File: src/mpbp_pkg.sv
package mpbp_pkg;

   localparam int PIXEL_BITS = 32;
   localparam int WORD_BITS = 32;
   localparam int BIT_COUNT_BITS = 6;
   localparam int CSR_INDEX_BITS = 8;
   localparam int QUEUE_DEPTH = 2;
   localparam int QUEUE_PTR_BITS = $clog2(QUEUE_DEPTH);
   localparam int QUEUE_COUNT_BITS = $clog2(QUEUE_DEPTH + 1);

   localparam logic [WORD_BITS-1:0] PIXEL_MASK =
      WORD_BITS'((64'd1 << PIXEL_BITS) - 64'd1);

   localparam logic [CSR_INDEX_BITS-1:0] CSR_USED_BIT_MASK = 8'd0;
   localparam logic [CSR_INDEX_BITS-1:0] CSR_FILL_BIT_MASK = 8'd1;
   localparam logic [CSR_INDEX_BITS-1:0] CSR_BLOCK_SIZE_CODE = 8'd2;
   localparam logic [CSR_INDEX_BITS-1:0] CSR_DEFAULT_ONES = 8'd3;

   localparam logic [WORD_BITS-1:0] USED_RESET = 32'hffffffff;
   localparam logic [WORD_BITS-1:0] FILL_RESET = 32'h000000ff;

   typedef struct packed {
      logic [WORD_BITS-1:0] pixel_word;
      logic [WORD_BITS-1:0] used_bits;
      logic                 last_pixel;
   } item_type;

   typedef struct packed {
      logic [WORD_BITS-1:0]      fill_mask;
      logic [BIT_COUNT_BITS-1:0] fill_count;
      logic                      default_ones;
      logic                      write;
   } cfg_type;

   function automatic logic [WORD_BITS-1:0] width_mask(input logic [1:0] code);
      return 32'hffffffff >> {~code, 3'b000};
   endfunction

   // Isolates the most significant set bit as a one-hot word.
   function automatic logic [WORD_BITS-1:0] top_bit(input logic [WORD_BITS-1:0] x);
      logic [WORD_BITS-1:0] s;
      s = x;
      s = s | (s >> 1);
      s = s | (s >> 2);
      s = s | (s >> 4);
      s = s | (s >> 8);
      s = s | (s >> 16);
      return s & ~(s >> 1);
   endfunction

   // Counts the set bits with a tree of partial sums.
   function automatic logic [BIT_COUNT_BITS-1:0] ones_count(input logic [WORD_BITS-1:0] x);
      logic [WORD_BITS-1:0] s;
      s = x - ((x >> 1) & 32'h55555555);
      s = (s & 32'h33333333) + ((s >> 2) & 32'h33333333);
      s = (s + (s >> 4)) & 32'h0f0f0f0f;
      s = s + (s >> 8);
      s = s + (s >> 16);
      return s[BIT_COUNT_BITS-1:0];
   endfunction

endpackage

File: src/masked_pixel_bit_packer.sv
// Pixels arrive on the req_ stream and are queued two deep; the packing engine then takes one
// selected pixel bit per cycle while it is not stalled. For each pixel it first loads the
// pixel, then places one set bit of the used mask at a time, and when the last pixel ends it
// flushes a partly filled block; a pixel with an empty used mask is still loaded. Each
// finished block waits in an output register, so the engine runs on while a transfer on rsp_ is
// pending and stalls only when a second block is ready before the first is taken.
// Configuration writes are accepted in every cycle, should be made only while the block is
// idle, and abandon any block being built.
module masked_pixel_bit_packer (
   input  logic                                clock,
   input  logic                                reset,
   input  logic                                csr_valid,
   output logic                                csr_ready,
   input  logic [mpbp_pkg::CSR_INDEX_BITS-1:0] csr_index,
   input  logic [mpbp_pkg::WORD_BITS-1:0]      csr_data,
   input  logic                                req_tvalid,
   output logic                                req_tready,
   input  logic [mpbp_pkg::WORD_BITS-1:0]      req_tdata,  // pixel_word
   input  logic                                req_tlast,
   output logic                                rsp_tvalid,
   input  logic                                rsp_tready,
   output logic [mpbp_pkg::WORD_BITS-1:0]      rsp_tdata,  // block_word
   output logic                                rsp_tlast,
   output logic [0:0]                          rsp_tuser   // end_of_stream
);

   mpbp_pkg::item_type push_item;
   mpbp_pkg::item_type queue_head;
   mpbp_pkg::cfg_type  cfg;
   logic               push_valid;
   logic               queue_full;
   logic               queue_empty;
   logic               queue_pop;

   mpbp_front u_front (
      .clock      (clock),
      .reset      (reset),
      .csr_valid  (csr_valid),
      .csr_ready  (csr_ready),
      .csr_index  (csr_index),
      .csr_data   (csr_data),
      .req_tvalid (req_tvalid),
      .req_tready (req_tready),
      .req_tdata  (req_tdata),
      .req_tlast  (req_tlast),
      .queue_full (queue_full),
      .push_valid (push_valid),
      .push_item  (push_item),
      .cfg        (cfg)
   );

   mpbp_queue u_queue (
      .clock      (clock),
      .reset      (reset),
      .push_valid (push_valid),
      .push_item  (push_item),
      .full       (queue_full),
      .pop        (queue_pop),
      .empty      (queue_empty),
      .head       (queue_head)
   );

   mpbp_back u_back (
      .clock       (clock),
      .reset       (reset),
      .cfg         (cfg),
      .queue_empty (queue_empty),
      .queue_head  (queue_head),
      .queue_pop   (queue_pop),
      .rsp_tvalid  (rsp_tvalid),
      .rsp_tready  (rsp_tready),
      .rsp_tdata   (rsp_tdata),
      .rsp_tlast   (rsp_tlast),
      .rsp_tuser   (rsp_tuser)
   );

endmodule

File: src/mpbp_front.sv
module mpbp_front (
   input  logic                                  clock,
   input  logic                                  reset,
   input  logic                                  csr_valid,
   output logic                                  csr_ready,
   input  logic [mpbp_pkg::CSR_INDEX_BITS-1:0]   csr_index,
   input  logic [mpbp_pkg::WORD_BITS-1:0]        csr_data,
   input  logic                                  req_tvalid,
   output logic                                  req_tready,
   input  logic [mpbp_pkg::WORD_BITS-1:0]        req_tdata,
   input  logic                                  req_tlast,
   input  logic                                  queue_full,
   output logic                                  push_valid,
   output mpbp_pkg::item_type                    push_item,
   output mpbp_pkg::cfg_type                     cfg
);

   logic [mpbp_pkg::WORD_BITS-1:0] used_ff, used_in;
   logic [mpbp_pkg::WORD_BITS-1:0] fill_ff, fill_in;
   logic [1:0]                     size_ff, size_in;
   logic                           dflt_ff, dflt_in;
   logic                           csr_write;
   logic                           csr_hit;
   logic [mpbp_pkg::WORD_BITS-1:0] fill_eff;
   logic                           keep;

   assign csr_ready = 1'b1;
   assign csr_write = csr_valid & csr_ready;

   always_comb begin
      used_in = used_ff;
      fill_in = fill_ff;
      size_in = size_ff;
      dflt_in = dflt_ff;
      csr_hit = 1'b0;
      if (csr_write) begin
         case (csr_index)
            mpbp_pkg::CSR_USED_BIT_MASK: begin
               used_in = csr_data;
               csr_hit = 1'b1;
            end
            mpbp_pkg::CSR_FILL_BIT_MASK: begin
               fill_in = csr_data;
               csr_hit = 1'b1;
            end
            mpbp_pkg::CSR_BLOCK_SIZE_CODE: begin
               size_in = csr_data[1:0];
               csr_hit = 1'b1;
            end
            mpbp_pkg::CSR_DEFAULT_ONES: begin
               dflt_in = csr_data[0];
               csr_hit = 1'b1;
            end
            default: begin
               csr_hit = 1'b0;
            end
         endcase
      end
   end

   always_ff @(posedge clock) begin
      if (reset) begin
         used_ff <= mpbp_pkg::USED_RESET;
         fill_ff <= mpbp_pkg::FILL_RESET;
         size_ff <= 2'd0;
         dflt_ff <= 1'b0;
      end else begin
         used_ff <= used_in;
         fill_ff <= fill_in;
         size_ff <= size_in;
         dflt_ff <= dflt_in;
      end
   end

   assign fill_eff = fill_ff & mpbp_pkg::width_mask(size_ff);
   assign keep = |fill_eff;

   // When the block has no fill position, every pixel is reduced to an empty item.
   assign req_tready = ~queue_full;
   assign push_valid = req_tvalid & req_tready;
   assign push_item.pixel_word = req_tdata;
   assign push_item.used_bits = keep ? (used_ff & mpbp_pkg::PIXEL_MASK) : '0;
   assign push_item.last_pixel = keep & req_tlast;

   assign cfg.fill_mask = fill_eff;
   assign cfg.fill_count = mpbp_pkg::ones_count(fill_eff);
   assign cfg.default_ones = dflt_ff;
   assign cfg.write = csr_hit;

endmodule

File: src/mpbp_queue.sv
module mpbp_queue (
   input  logic               clock,
   input  logic               reset,
   input  logic               push_valid,
   input  mpbp_pkg::item_type push_item,
   output logic               full,
   input  logic               pop,
   output logic               empty,
   output mpbp_pkg::item_type head
);

   mpbp_pkg::item_type                         entry_ff [mpbp_pkg::QUEUE_DEPTH];
   logic [mpbp_pkg::QUEUE_PTR_BITS-1:0]        wr_ptr_ff, wr_ptr_in;
   logic [mpbp_pkg::QUEUE_PTR_BITS-1:0]        rd_ptr_ff, rd_ptr_in;
   logic [mpbp_pkg::QUEUE_COUNT_BITS-1:0]      count_ff, count_in;
   logic                                       do_push;
   logic                                       do_pop;

   assign full = count_ff == mpbp_pkg::QUEUE_COUNT_BITS'(mpbp_pkg::QUEUE_DEPTH);
   assign empty = count_ff == '0;
   assign do_push = push_valid & ~full;
   assign do_pop = pop & ~empty;
   assign head = entry_ff[rd_ptr_ff];

   always_comb begin
      wr_ptr_in = wr_ptr_ff;
      rd_ptr_in = rd_ptr_ff;
      count_in = count_ff;
      if (do_push) begin
         wr_ptr_in = (wr_ptr_ff == mpbp_pkg::QUEUE_PTR_BITS'(mpbp_pkg::QUEUE_DEPTH - 1)) ?
                     '0 : wr_ptr_ff + 1'b1;
      end
      if (do_pop) begin
         rd_ptr_in = (rd_ptr_ff == mpbp_pkg::QUEUE_PTR_BITS'(mpbp_pkg::QUEUE_DEPTH - 1)) ?
                     '0 : rd_ptr_ff + 1'b1;
      end
      if (do_push && !do_pop) begin
         count_in = count_ff + 1'b1;
      end else if (do_pop && !do_push) begin
         count_in = count_ff - 1'b1;
      end
   end

   always_ff @(posedge clock) begin
      if (reset) begin
         wr_ptr_ff <= '0;
         rd_ptr_ff <= '0;
         count_ff <= '0;
      end else begin
         wr_ptr_ff <= wr_ptr_in;
         rd_ptr_ff <= rd_ptr_in;
         count_ff <= count_in;
      end
   end

   always_ff @(posedge clock) begin
      if (do_push) begin
         entry_ff[wr_ptr_ff] <= push_item;
      end
   end

endmodule

File: src/mpbp_back.sv
module mpbp_back (
   input  logic                           clock,
   input  logic                           reset,
   input  mpbp_pkg::cfg_type              cfg,
   input  logic                           queue_empty,
   input  mpbp_pkg::item_type             queue_head,
   output logic                           queue_pop,
   output logic                           rsp_tvalid,
   input  logic                           rsp_tready,
   output logic [mpbp_pkg::WORD_BITS-1:0] rsp_tdata,
   output logic                           rsp_tlast,
   output logic [0:0]                     rsp_tuser
);

   logic                           active_ff, active_in;
   logic [mpbp_pkg::WORD_BITS-1:0] pixel_ff, pixel_in;
   logic [mpbp_pkg::WORD_BITS-1:0] rem_ff, rem_in;
   logic [mpbp_pkg::BIT_COUNT_BITS-1:0] bits_left_ff, bits_left_in;
   logic                           last_ff, last_in;
   logic                           started_ff, started_in;
   logic [mpbp_pkg::WORD_BITS-1:0] fill_left_ff, fill_left_in;
   logic [mpbp_pkg::WORD_BITS-1:0] partial_ff, partial_in;
   logic                           out_valid_ff, out_valid_in;
   logic [mpbp_pkg::WORD_BITS-1:0] out_data_ff, out_data_in;
   logic                           out_run_ff, out_run_in;
   logic                           out_stream_ff, out_stream_in;

   logic [mpbp_pkg::WORD_BITS-1:0] avail;
   logic [mpbp_pkg::WORD_BITS-1:0] fill_hot;
   logic [mpbp_pkg::WORD_BITS-1:0] used_hot;
   logic [mpbp_pkg::WORD_BITS-1:0] base;
   logic [mpbp_pkg::WORD_BITS-1:0] written;
   logic [mpbp_pkg::WORD_BITS-1:0] left_next;
   logic [mpbp_pkg::WORD_BITS-1:0] rem_next;
   logic [mpbp_pkg::BIT_COUNT_BITS-1:0] bits_after;
   logic                           more_blocks;
   logic                           bit_value;
   logic                           out_free;
   logic                           out_load;

   assign avail = started_ff ? fill_left_ff : cfg.fill_mask;
   assign fill_hot = mpbp_pkg::top_bit(avail);
   assign used_hot = mpbp_pkg::top_bit(rem_ff);
   assign bit_value = |(pixel_ff & used_hot);
   assign base = started_ff ? partial_ff : {mpbp_pkg::WORD_BITS{cfg.default_ones}};
   assign written = bit_value ? (base | fill_hot) : (base & ~fill_hot);
   assign left_next = avail & ~fill_hot;
   assign rem_next = rem_ff & ~used_hot;
   assign out_free = ~out_valid_ff | rsp_tready;
   assign queue_pop = ~active_ff & ~queue_empty;

   // After a block goes out, the pixel still yields another one if its remaining bits fill a
   // whole block or if it is the last pixel and a partial block will be flushed.
   assign bits_after = bits_left_ff - 1'b1;
   assign more_blocks = (bits_after >= cfg.fill_count) | (last_ff & (bits_after != '0));

   always_comb begin
      active_in = active_ff;
      pixel_in = pixel_ff;
      rem_in = rem_ff;
      bits_left_in = bits_left_ff;
      last_in = last_ff;
      started_in = started_ff;
      fill_left_in = fill_left_ff;
      partial_in = partial_ff;
      out_load = 1'b0;
      out_data_in = out_data_ff;
      out_run_in = out_run_ff;
      out_stream_in = out_stream_ff;

      if (!active_ff) begin
         if (!queue_empty) begin
            active_in = 1'b1;
            pixel_in = queue_head.pixel_word;
            rem_in = queue_head.used_bits;
            bits_left_in = mpbp_pkg::ones_count(queue_head.used_bits);
            last_in = queue_head.last_pixel;
         end
      end else if (rem_ff != '0) begin
         if (left_next == '0) begin
            // The lowest fill position is written, so the block goes out.
            if (out_free) begin
               out_load = 1'b1;
               out_data_in = written;
               out_run_in = ~more_blocks;
               out_stream_in = ~more_blocks & last_ff;
               started_in = 1'b0;
               rem_in = rem_next;
               bits_left_in = bits_after;
               active_in = rem_next != '0;
            end
         end else begin
            partial_in = written;
            fill_left_in = left_next;
            started_in = 1'b1;
            rem_in = rem_next;
            bits_left_in = bits_after;
            active_in = (rem_next != '0) | last_ff;
         end
      end else if (last_ff && started_ff) begin
         if (out_free) begin
            out_load = 1'b1;
            out_data_in = partial_ff;
            out_run_in = 1'b1;
            out_stream_in = 1'b1;
            started_in = 1'b0;
            active_in = 1'b0;
         end
      end else begin
         active_in = 1'b0;
      end

      if (cfg.write) begin
         started_in = 1'b0;
      end

      out_valid_in = out_load | (out_valid_ff & ~rsp_tready);
   end

   always_ff @(posedge clock) begin
      if (reset) begin
         active_ff <= 1'b0;
         started_ff <= 1'b0;
         out_valid_ff <= 1'b0;
      end else begin
         active_ff <= active_in;
         started_ff <= started_in;
         out_valid_ff <= out_valid_in;
      end
   end

   always_ff @(posedge clock) begin
      pixel_ff <= pixel_in;
      rem_ff <= rem_in;
      bits_left_ff <= bits_left_in;
      last_ff <= last_in;
      fill_left_ff <= fill_left_in;
      partial_ff <= partial_in;
      if (out_load) begin
         out_data_ff <= out_data_in;
         out_run_ff <= out_run_in;
         out_stream_ff <= out_stream_in;
      end
   end

   assign rsp_tvalid = out_valid_ff;
   assign rsp_tdata = out_data_ff;
   assign rsp_tlast = out_run_ff;
   assign rsp_tuser = out_stream_ff;

endmodule

File: config.mk
export PLATFORM = sky130hd
export DESIGN_NAME = masked_pixel_bit_packer
export DESIGN_NICKNAME = d
export VERILOG_FILES = /design/src/mpbp_pkg.sv /design/src/masked_pixel_bit_packer.sv /design/src/mpbp_front.sv /design/src/mpbp_queue.sv /design/src/mpbp_back.sv
export SDC_FILE = /design/constraint.sdc
export NUM_CORES = 1
export LEC_CHECK = 0
export ABC_AREA = 0
export BUFFER_PORTS_ARGS = -buffer_cell sky130_fd_sc_hd__buf_2
export CORE_UTILIZATION = 38
export CTS_CLUSTER_DIAMETER = 200
export DETAILED_ROUTE_END_ITERATION = 7
export SLEW_MARGIN = 0
export SYNTH_ARGS = -nofsm -noshare
export SYNTH_HDL_FRONTEND = slang
export SYNTH_SLANG_ARGS = --single-unit
File: constraint.sdc
create_clock -name clock -period 7.59 [get_ports clock]
set_clock_uncertainty 0.2 [all_clocks]
set_input_delay 1.8975 -clock clock [delete_from_list [all_inputs] [get_ports clock]]
set_output_delay 1.8975 -clock clock [all_outputs]
set_load 0.01 [all_outputs]
Yosys cells after proc, flatten, opt, wreduce, memory -nomap -nowiden. Memory sizes are Yosys's and may differ from the RTL's. A register that Yosys moved wholly into a read port is not among the register bits. Index checks and enable logic that the tools add are counted.

Bits of input ports: 78. Register bits: 243. Memories kept: 1. Word-level logic and storage cells: 166. Bits in writable memories: 130. Output and inout bits: 37.

Shifts and indexed selects: 1. Mux-type cells: 53. Order comparisons: 1. Equal/unequal tests: 8. Add/subtract/negate cells: 15. Reduce and logical (&&, ||, !) cells: 26. Bitwise gates (word level): 42.

Memory list: u_queue.entry_ff (words 2, width 65, read ports 1, clocked after memory_dff 1, write ports 1, RTL line mpbp_queue.sv:12) `mpbp_pkg::item_type entry_ff [mpbp_pkg::QUEUE_DEPTH];`.

Operators with widths (number): 2-to-1 mux 32 bit (14); bitwise AND 32 bit (7); inverter 31 -> 32 bit (2); inverter 32 bit (2); OR 32 x 16 -> 32 bit (2); OR 32 x 24 -> 32 bit (2); OR 32 x 28 -> 32 bit (2); OR 32 x 30 -> 32 bit (2); OR 32 x 31 -> 32 bit (2); nonzero test 32 bit (2); OR reduction 32 bit (2); subtractor 32 x 31 -> 32 bit (2); adder 30 x 30 -> 31 bit (2); adder 28 x 27 -> 28 bit (2); adder 20 x 20 -> 21 bit (2); zero test 32 bit (1); 2-to-1 mux 1 bit (32); OR 32 bit (1); >> shifter 32 x 5 -> 32 bit, first input constant (1); 2-to-1 mux 6 bit (5); == test 8 x 2 -> 1 bit, second input constant (2); adder 6 x 5 -> 6 bit (2); AND reduction 2 bit (6); bitwise AND 1 bit (8); other kinds (23) (41).

Longest topological paths before layout.
Word-level depth: 18. Gate-level depth with buffers: 33.

Cells and area by module. Synthesis repeated with hierarchy kept, for this count alone.

Cells, all modules: 2186. Area total of the unflattened synthesis: 22937.0 um^2.

By module, submodules not included: mpbp_back (area an instance 12069.1 um^2, sequential area each 5104.9 um^2, cells an instance 1225, times used 1); mpbp_front (area an instance 5967.0 um^2, sequential area each 1341.3 um^2, cells an instance 734, times used 1); mpbp_queue (area an instance 4901.0 um^2, sequential area each 4003.8 um^2, cells an instance 227, times used 1).

Worst setup path before layout. Ideal clock, no wire load.

Path type: register to register. From: reg with a tool-made name. To: reg u_back.bits_left_ff[4] (netlist bit), data pin. Period minus slack after synthesis: 6.959 ns. Required time: 7.121 ns. Buffers on the path: 3. Cell stages (with the launch flop): 26. Data arrival time: 6.491 ns. Path slack: 0.631 ns. Cell sequence: dfxtp_1 > buf_2 > clkbuf_1 > buf_1 > mux2i_1 > ha_1 > inv_1 > o21ai_0 > a21boi_0 > o21ai_0 > a21boi_0 > o311ai_0 > a41oi_1 > nand3_1 > a21boi_0 > xnor2_1 > ha_1 > fa_1 > fa_1 > fa_1 > xor2_1 > ha_1 > a21o_1 > a21oi_1 > xor2_1 > o21ai_0.

RTL lines: end signal: assignment (RTL line mpbp_back.sv:135) `bits_left_ff <= bits_left_in;`; end: declaration (RTL line mpbp_back.sv:18) `logic [mpbp_pkg::BIT_COUNT_BITS-1:0] bits_left_ff, bits_left_in;`.

Final worst setup path.
From: reg u_front.size_ff[1]. To: reg u_back.out_stream_ff (netlist: u_back.rsp_tuser), data pin.

Word-level cells in the longest chain between the ends: 15.

Ends and longest elaborated chain: start: declaration (RTL line mpbp_front.sv:20) `logic [1:0] size_ff, size_in;`; start signal: assignment (RTL line mpbp_front.sv:70) `size_ff <= size_in;`; inverter 2 bit (RTL line mpbp_pkg.sv:36) `return 32'hffffffff >> {~code, 3'b000};`; >> shifter 32 x 5 -> 32 bit (RTL line mpbp_pkg.sv:36); bitwise AND 32 bit (RTL line mpbp_front.sv:75) `assign fill_eff = fill_ff & mpbp_pkg::width_mask(size_ff);`; subtractor 32 x 31 -> 32 bit (RTL line mpbp_pkg.sv:54) `s = x - ((x >> 1) & 32'h55555555);`; adder 30 x 30 -> 31 bit (RTL line mpbp_pkg.sv:55) `s = (s & 32'h33333333) + ((s >> 2) & 32'h33333333);`; adder 28 x 27 -> 28 bit (RTL line mpbp_pkg.sv:56) `s = (s + (s >> 4)) & 32'h0f0f0f0f;`; adder 20 x 20 -> 21 bit (RTL line mpbp_pkg.sv:57) `s = s + (s >> 8);`; adder 6 x 5 -> 6 bit (RTL line mpbp_pkg.sv:58) `s = s + (s >> 16);`; >= comparator 6 bit (RTL line mpbp_back.sv:55) `assign more_blocks = (bits_after >= cfg.fill_count) | (last_ff & (bits_after != '0));`; OR 1 bit (RTL line mpbp_back.sv:55); inverter 1 bit (RTL line mpbp_back.sv:86) `out_stream_in = ~more_blocks & last_ff;`; bitwise AND 1 bit (RTL line mpbp_back.sv:86); 2-to-1 mux 1 bit (RTL line mpbp_back.sv:82) `if (out_free) begin`; 2-to-1 mux 1 bit (RTL line mpbp_back.sv:80) `if (left_next == '0) begin`; 2-to-1 mux 1 bit (RTL line mpbp_back.sv:79) `end else if (rem_ff != '0) begin`; end signal: assignment (RTL line mpbp_back.sv:142) `out_stream_ff <= out_stream_in;`; end: declaration (RTL line mpbp_back.sv:26) `logic out_stream_ff, out_stream_in;`.

No other way between the ends. The select of a mux whose other input is x is not followed. A chain may end at the register's enable or synchronous reset.

==> out/results.txt <==
status -> finished, final reports clean
startpoint-to-endpoint class of the critical path -> flip-flop to flip-flop
largest stage delay on the critical path -> 0.57 ns
vias in the first global route -> 15.7k
post-synthesis cell count -> 2044
dominant delay contributor by cell family on the critical path -> adder cells
ys flop type -> edfxtp_1
floorplan die width -> 244 um
commonest non-fill, non-tap cell in the layout -> edfxtp_1
Synthesized Nets -> 2320
cells resized by post-CTS repair -> 0
fraction of the mapped netlist area in compound gates -> 0.154
routed wire length -> 57100 um
area taken by multi-input logic gates -> 11000 um2
post-cts hold buffer count -> 0
number of slew-limit violations in the final report -> 0
Area after DPL -> 23600 um2
library cells used by synthesis -> 88
number of nets in the layout -> 2422
proportion of synthesized flip-flops having asynchronous set or reset -> 0
worst min path class -> flip-flop to flip-flop
Clock transition at path regs -> 0.07 ns
number of fillers in the final layout -> 5478
CTS buffer count -> 41
leading cell types in the layout, fill and taps excluded -> edfxtp_1, ha_1, a21oi_1
Finished Layout Cells -> 2944
Core Area -> 57700 um2
synthesized-area fraction occupied by and/or/nand/nor cells -> 0.127
Slowest-stage cell, CP -> fa_1
Period minus WS final -> 6.99 ns
buffers plus inverters on the worst setup path -> 4
Final Setup Violations -> 0
final standard cell area without fillers -> 25100 um2
aggregate negative setup slack -> 0 ns
Remaining Overflow, GRT -> 0
area share of xor/xnor cells in the synthesized design -> 0.0324
storage element area -> 10500 um2
worst setup margin -> 0.597 ns
Total Die Area -> 59300 um2
CTS Buffer Depth -> 3
Leak Pwr -> 9.90 nW
total number of vias -> 16.0k
Post-synth EDFFs -> 298
unrepaired setup endpoints after global routing -> false
Final HPWL DP -> 41800 um
worst-path maximum fanout -> 14
fraction of the mapped netlist area in adder cells -> 0.123
initial antenna violation count -> 0
Initial Utilization -> 0.384
required time at the endpoint of the critical path -> 7.85 ns
most numerous cell on the critical path -> o21ai_0
post-CTS setup repair buffer count -> 0
count of routing violations after the opening detailed-route iteration -> 1261
Critical Path AT -> 7.25 ns
largest net degree at the start of global routing -> 78
post-detailed-route DRC marker count -> 0
clock tree from TritonCTS -> yes
smallest hold slack -> 0.265 ns
worst max-slew margin expressed relative to the limit -> 0.332
number of storage elements in the synthesis netlist -> 373
Tightest Pin Transition -> 1.00 ns
Die Y-Extent -> 244 um
share of the clock period used by the worst path -> 0.921
register area share after synthesis -> 0.471
floorplan row count -> 88
number of iterations in the first detailed-routing pass -> 5
Final Hold Fails -> 0
critical path startpoint category -> flip-flop
Avg Synthesized Cell Area -> 10.9 um2
routed length per instance -> 19.4 um
combinational family with the most area after synthesis -> compound AO/OA/AOI/OAI gates
post-synthesis to final-layout area growth -> 13.0%
maximum level of the CTS H-tree -> 2
port buffer count -> 113
proportion of layout cells with a drive suffix above 1 -> 0.142
worst voltage drop across the vdd grid -> 179 uV
total global-route track usage -> 0.190
I/O pin count -> 115
root buffer selected by CTS -> clkbuf_16
mux contribution to synthesized area -> 0.0578
worst setup slack before clock tree synthesis -> 0.696 ns
number of inserted diodes -> 0
post-detailed-route via-to-cell ratio -> 5.45
number of clock sinks -> 373
power per unit of standard cell area -> 281 nW/um2
maxcap violations -> 0
dpl cells -> 2868
post-route ant nets -> 0
routability-driven placement congestion ratio -> 0.870
synthesized cell area -> 22200 um2
fmax -> 143 MHz
nature of the critical path endpoint -> flip-flop
clock latency of the later-clocked register in the worst-skew pair -> 0.60 ns
total of warnings raised by yosys -> 0
first-pass GRT wire length -> 88000 um
-- power breakdown --
group	internal [mW]	leakage [nW]	switching (mW)
registers	2.79	3.19	0.307
clock network	1.23	0.694	0.882
logic	0.641	6.01	1.19
-- metrics by stage --
| step | power (mW) | util |
|---|---|---|
| 2_1_floorplan | 4.38 | - |
| 3_3_place_gp | 4.91 | 0.410 |
| 3_5_place_dp | 4.96 | 0.410 |
| 4_1_cts | 7.09 | 0.434 |
| 5_1_grt | 7.39 | 0.434 |
| 6_report | 7.04 | 0.434 |
-- final timing paths --
| kind | from | end | slack, ns | cells past startpoint |
|---|---|---|---|---|
| setup / recovery | u_front.size_ff[1] | u_back.rsp_tuser | 0.60 | 31 |
| hold / removal | u_front.fill_ff[25] | u_front.fill_ff[25] | 0.26 | 2 |
| setup reg to reg | u_front.size_ff[1] | u_back.rsp_tuser | 0.60 | 31 |
| hold reg to reg | u_front.fill_ff[25] | u_front.fill_ff[25] | 0.26 | 2 |
-- worst reg2reg max path: cells and delay by family (launching register included) --
kind | cells | cell delay (ns)
fa+ha+maj | 7 | 2.59
compound gates | 11 | 2.12
simple gates | 7 | 0.84
buf+inv | 4 | 0.53
flops | 1 | 0.35
xor+xnor | 2 | 0.24
-- registers in the layout, summed over array words and instances (netlist names), 31 cells and up, named ones only --
| name | flops |
|---|---|
| u_back.fill_left_ff | 31 |
| u_back.partial_ff | 32 |
| u_back.pixel_ff | 32 |
| u_back.rem_ff | 32 |
| u_back.rsp_tdata | 32 |
| u_front.fill_ff | 32 |
| u_front.used_ff | 32 |
| u_queue.entry_ff | 130 |
-- cells by family after synthesis --
logic type / after synthesis
mux: 122
buf+inv: 189
xor+xnor: 82
flops: 373
compound gates: 529
other cells: 1
simple gates: 547
fa+ha+maj: 201
-- cells in the mapped netlist (6+ instances only) --
cell | instances | share of area
a31oi_1 | 12 | 0.0034
o21a_1 | 18 | 0.0061
or2_2 | 8 | 0.0023
mux2i_1 | 78 | 0.035
nor2_1 | 125 | 0.021
and2_1 | 6 | 0.0017
nand2b_1 | 11 | 0.0031
or4_1 | 7 | 0.0024
a211o_1 | 41 | 0.016
nand4_1 | 12 | 0.0034
mux2_2 | 42 | 0.021
o21bai_1 | 6 | 0.0020
nor3_1 | 27 | 0.0061
buf_1 | 15 | 0.0025
nand2_1 | 144 | 0.024
edfxtp_1 | 298 | 0.40
a22o_1 | 17 | 0.0067
fa_1 | 30 | 0.027
xor2_1 | 25 | 0.0099
nor4_1 | 9 | 0.0025
o21ai_1 | 9 | 0.0020
and3_1 | 9 | 0.0025
o21ai_0 | 109 | 0.025
clkbuf_1 | 55 | 0.0093
or3_1 | 10 | 0.0028
o31ai_1 | 10 | 0.0034
o22ai_1 | 18 | 0.0051
xnor2_1 | 57 | 0.023
buf_2 | 15 | 0.0034
o22a_1 | 9 | 0.0036
a211oi_1 | 22 | 0.0074
nor2b_1 | 94 | 0.027
o211ai_1 | 12 | 0.0041
a21oi_1 | 151 | 0.034
dfxtp_1 | 75 | 0.068
nand3_1 | 44 | 0.0099
nand3b_1 | 6 | 0.0020
a21o_1 | 42 | 0.014
ha_1 | 168 | 0.095
inv_1 | 96 | 0.016
a21boi_0 | 12 | 0.0041
-- layout make-up --
| type | instances | share of cell area |
|---|---|---|
| Clock buffer | 47 | 0.0423 |
| Clock inverter | 29 | 0.0141 |
| Inverter | 99 | 0.0148 |
| Multi-Input combinational cell | 1482 | 0.440 |
| Sequential cell | 373 | 0.417 |
| Tap cell | 765 | 0.0382 |
| Timing Repair Buffer | 149 | 0.0334 |
-- metal layers --
| metal | vias to the layer above | GRT usage | part of all wire | wire length [um] |
|---|---|---|---|---|
| li1 | 7715 | - | - | - |
| met1 | 7852 | 0.269 | 0.48 | 27100 |
| met2 | 393 | 0.298 | 0.45 | 25700 |
| met3 | 79 | 0.0268 | 0.050 | 2880 |
| met4 | 0 | 0.0629 | 0.024 | 1370 |
| met5 | - | 0 | 0 | 0 |
(Power assumes the default switching activity.)
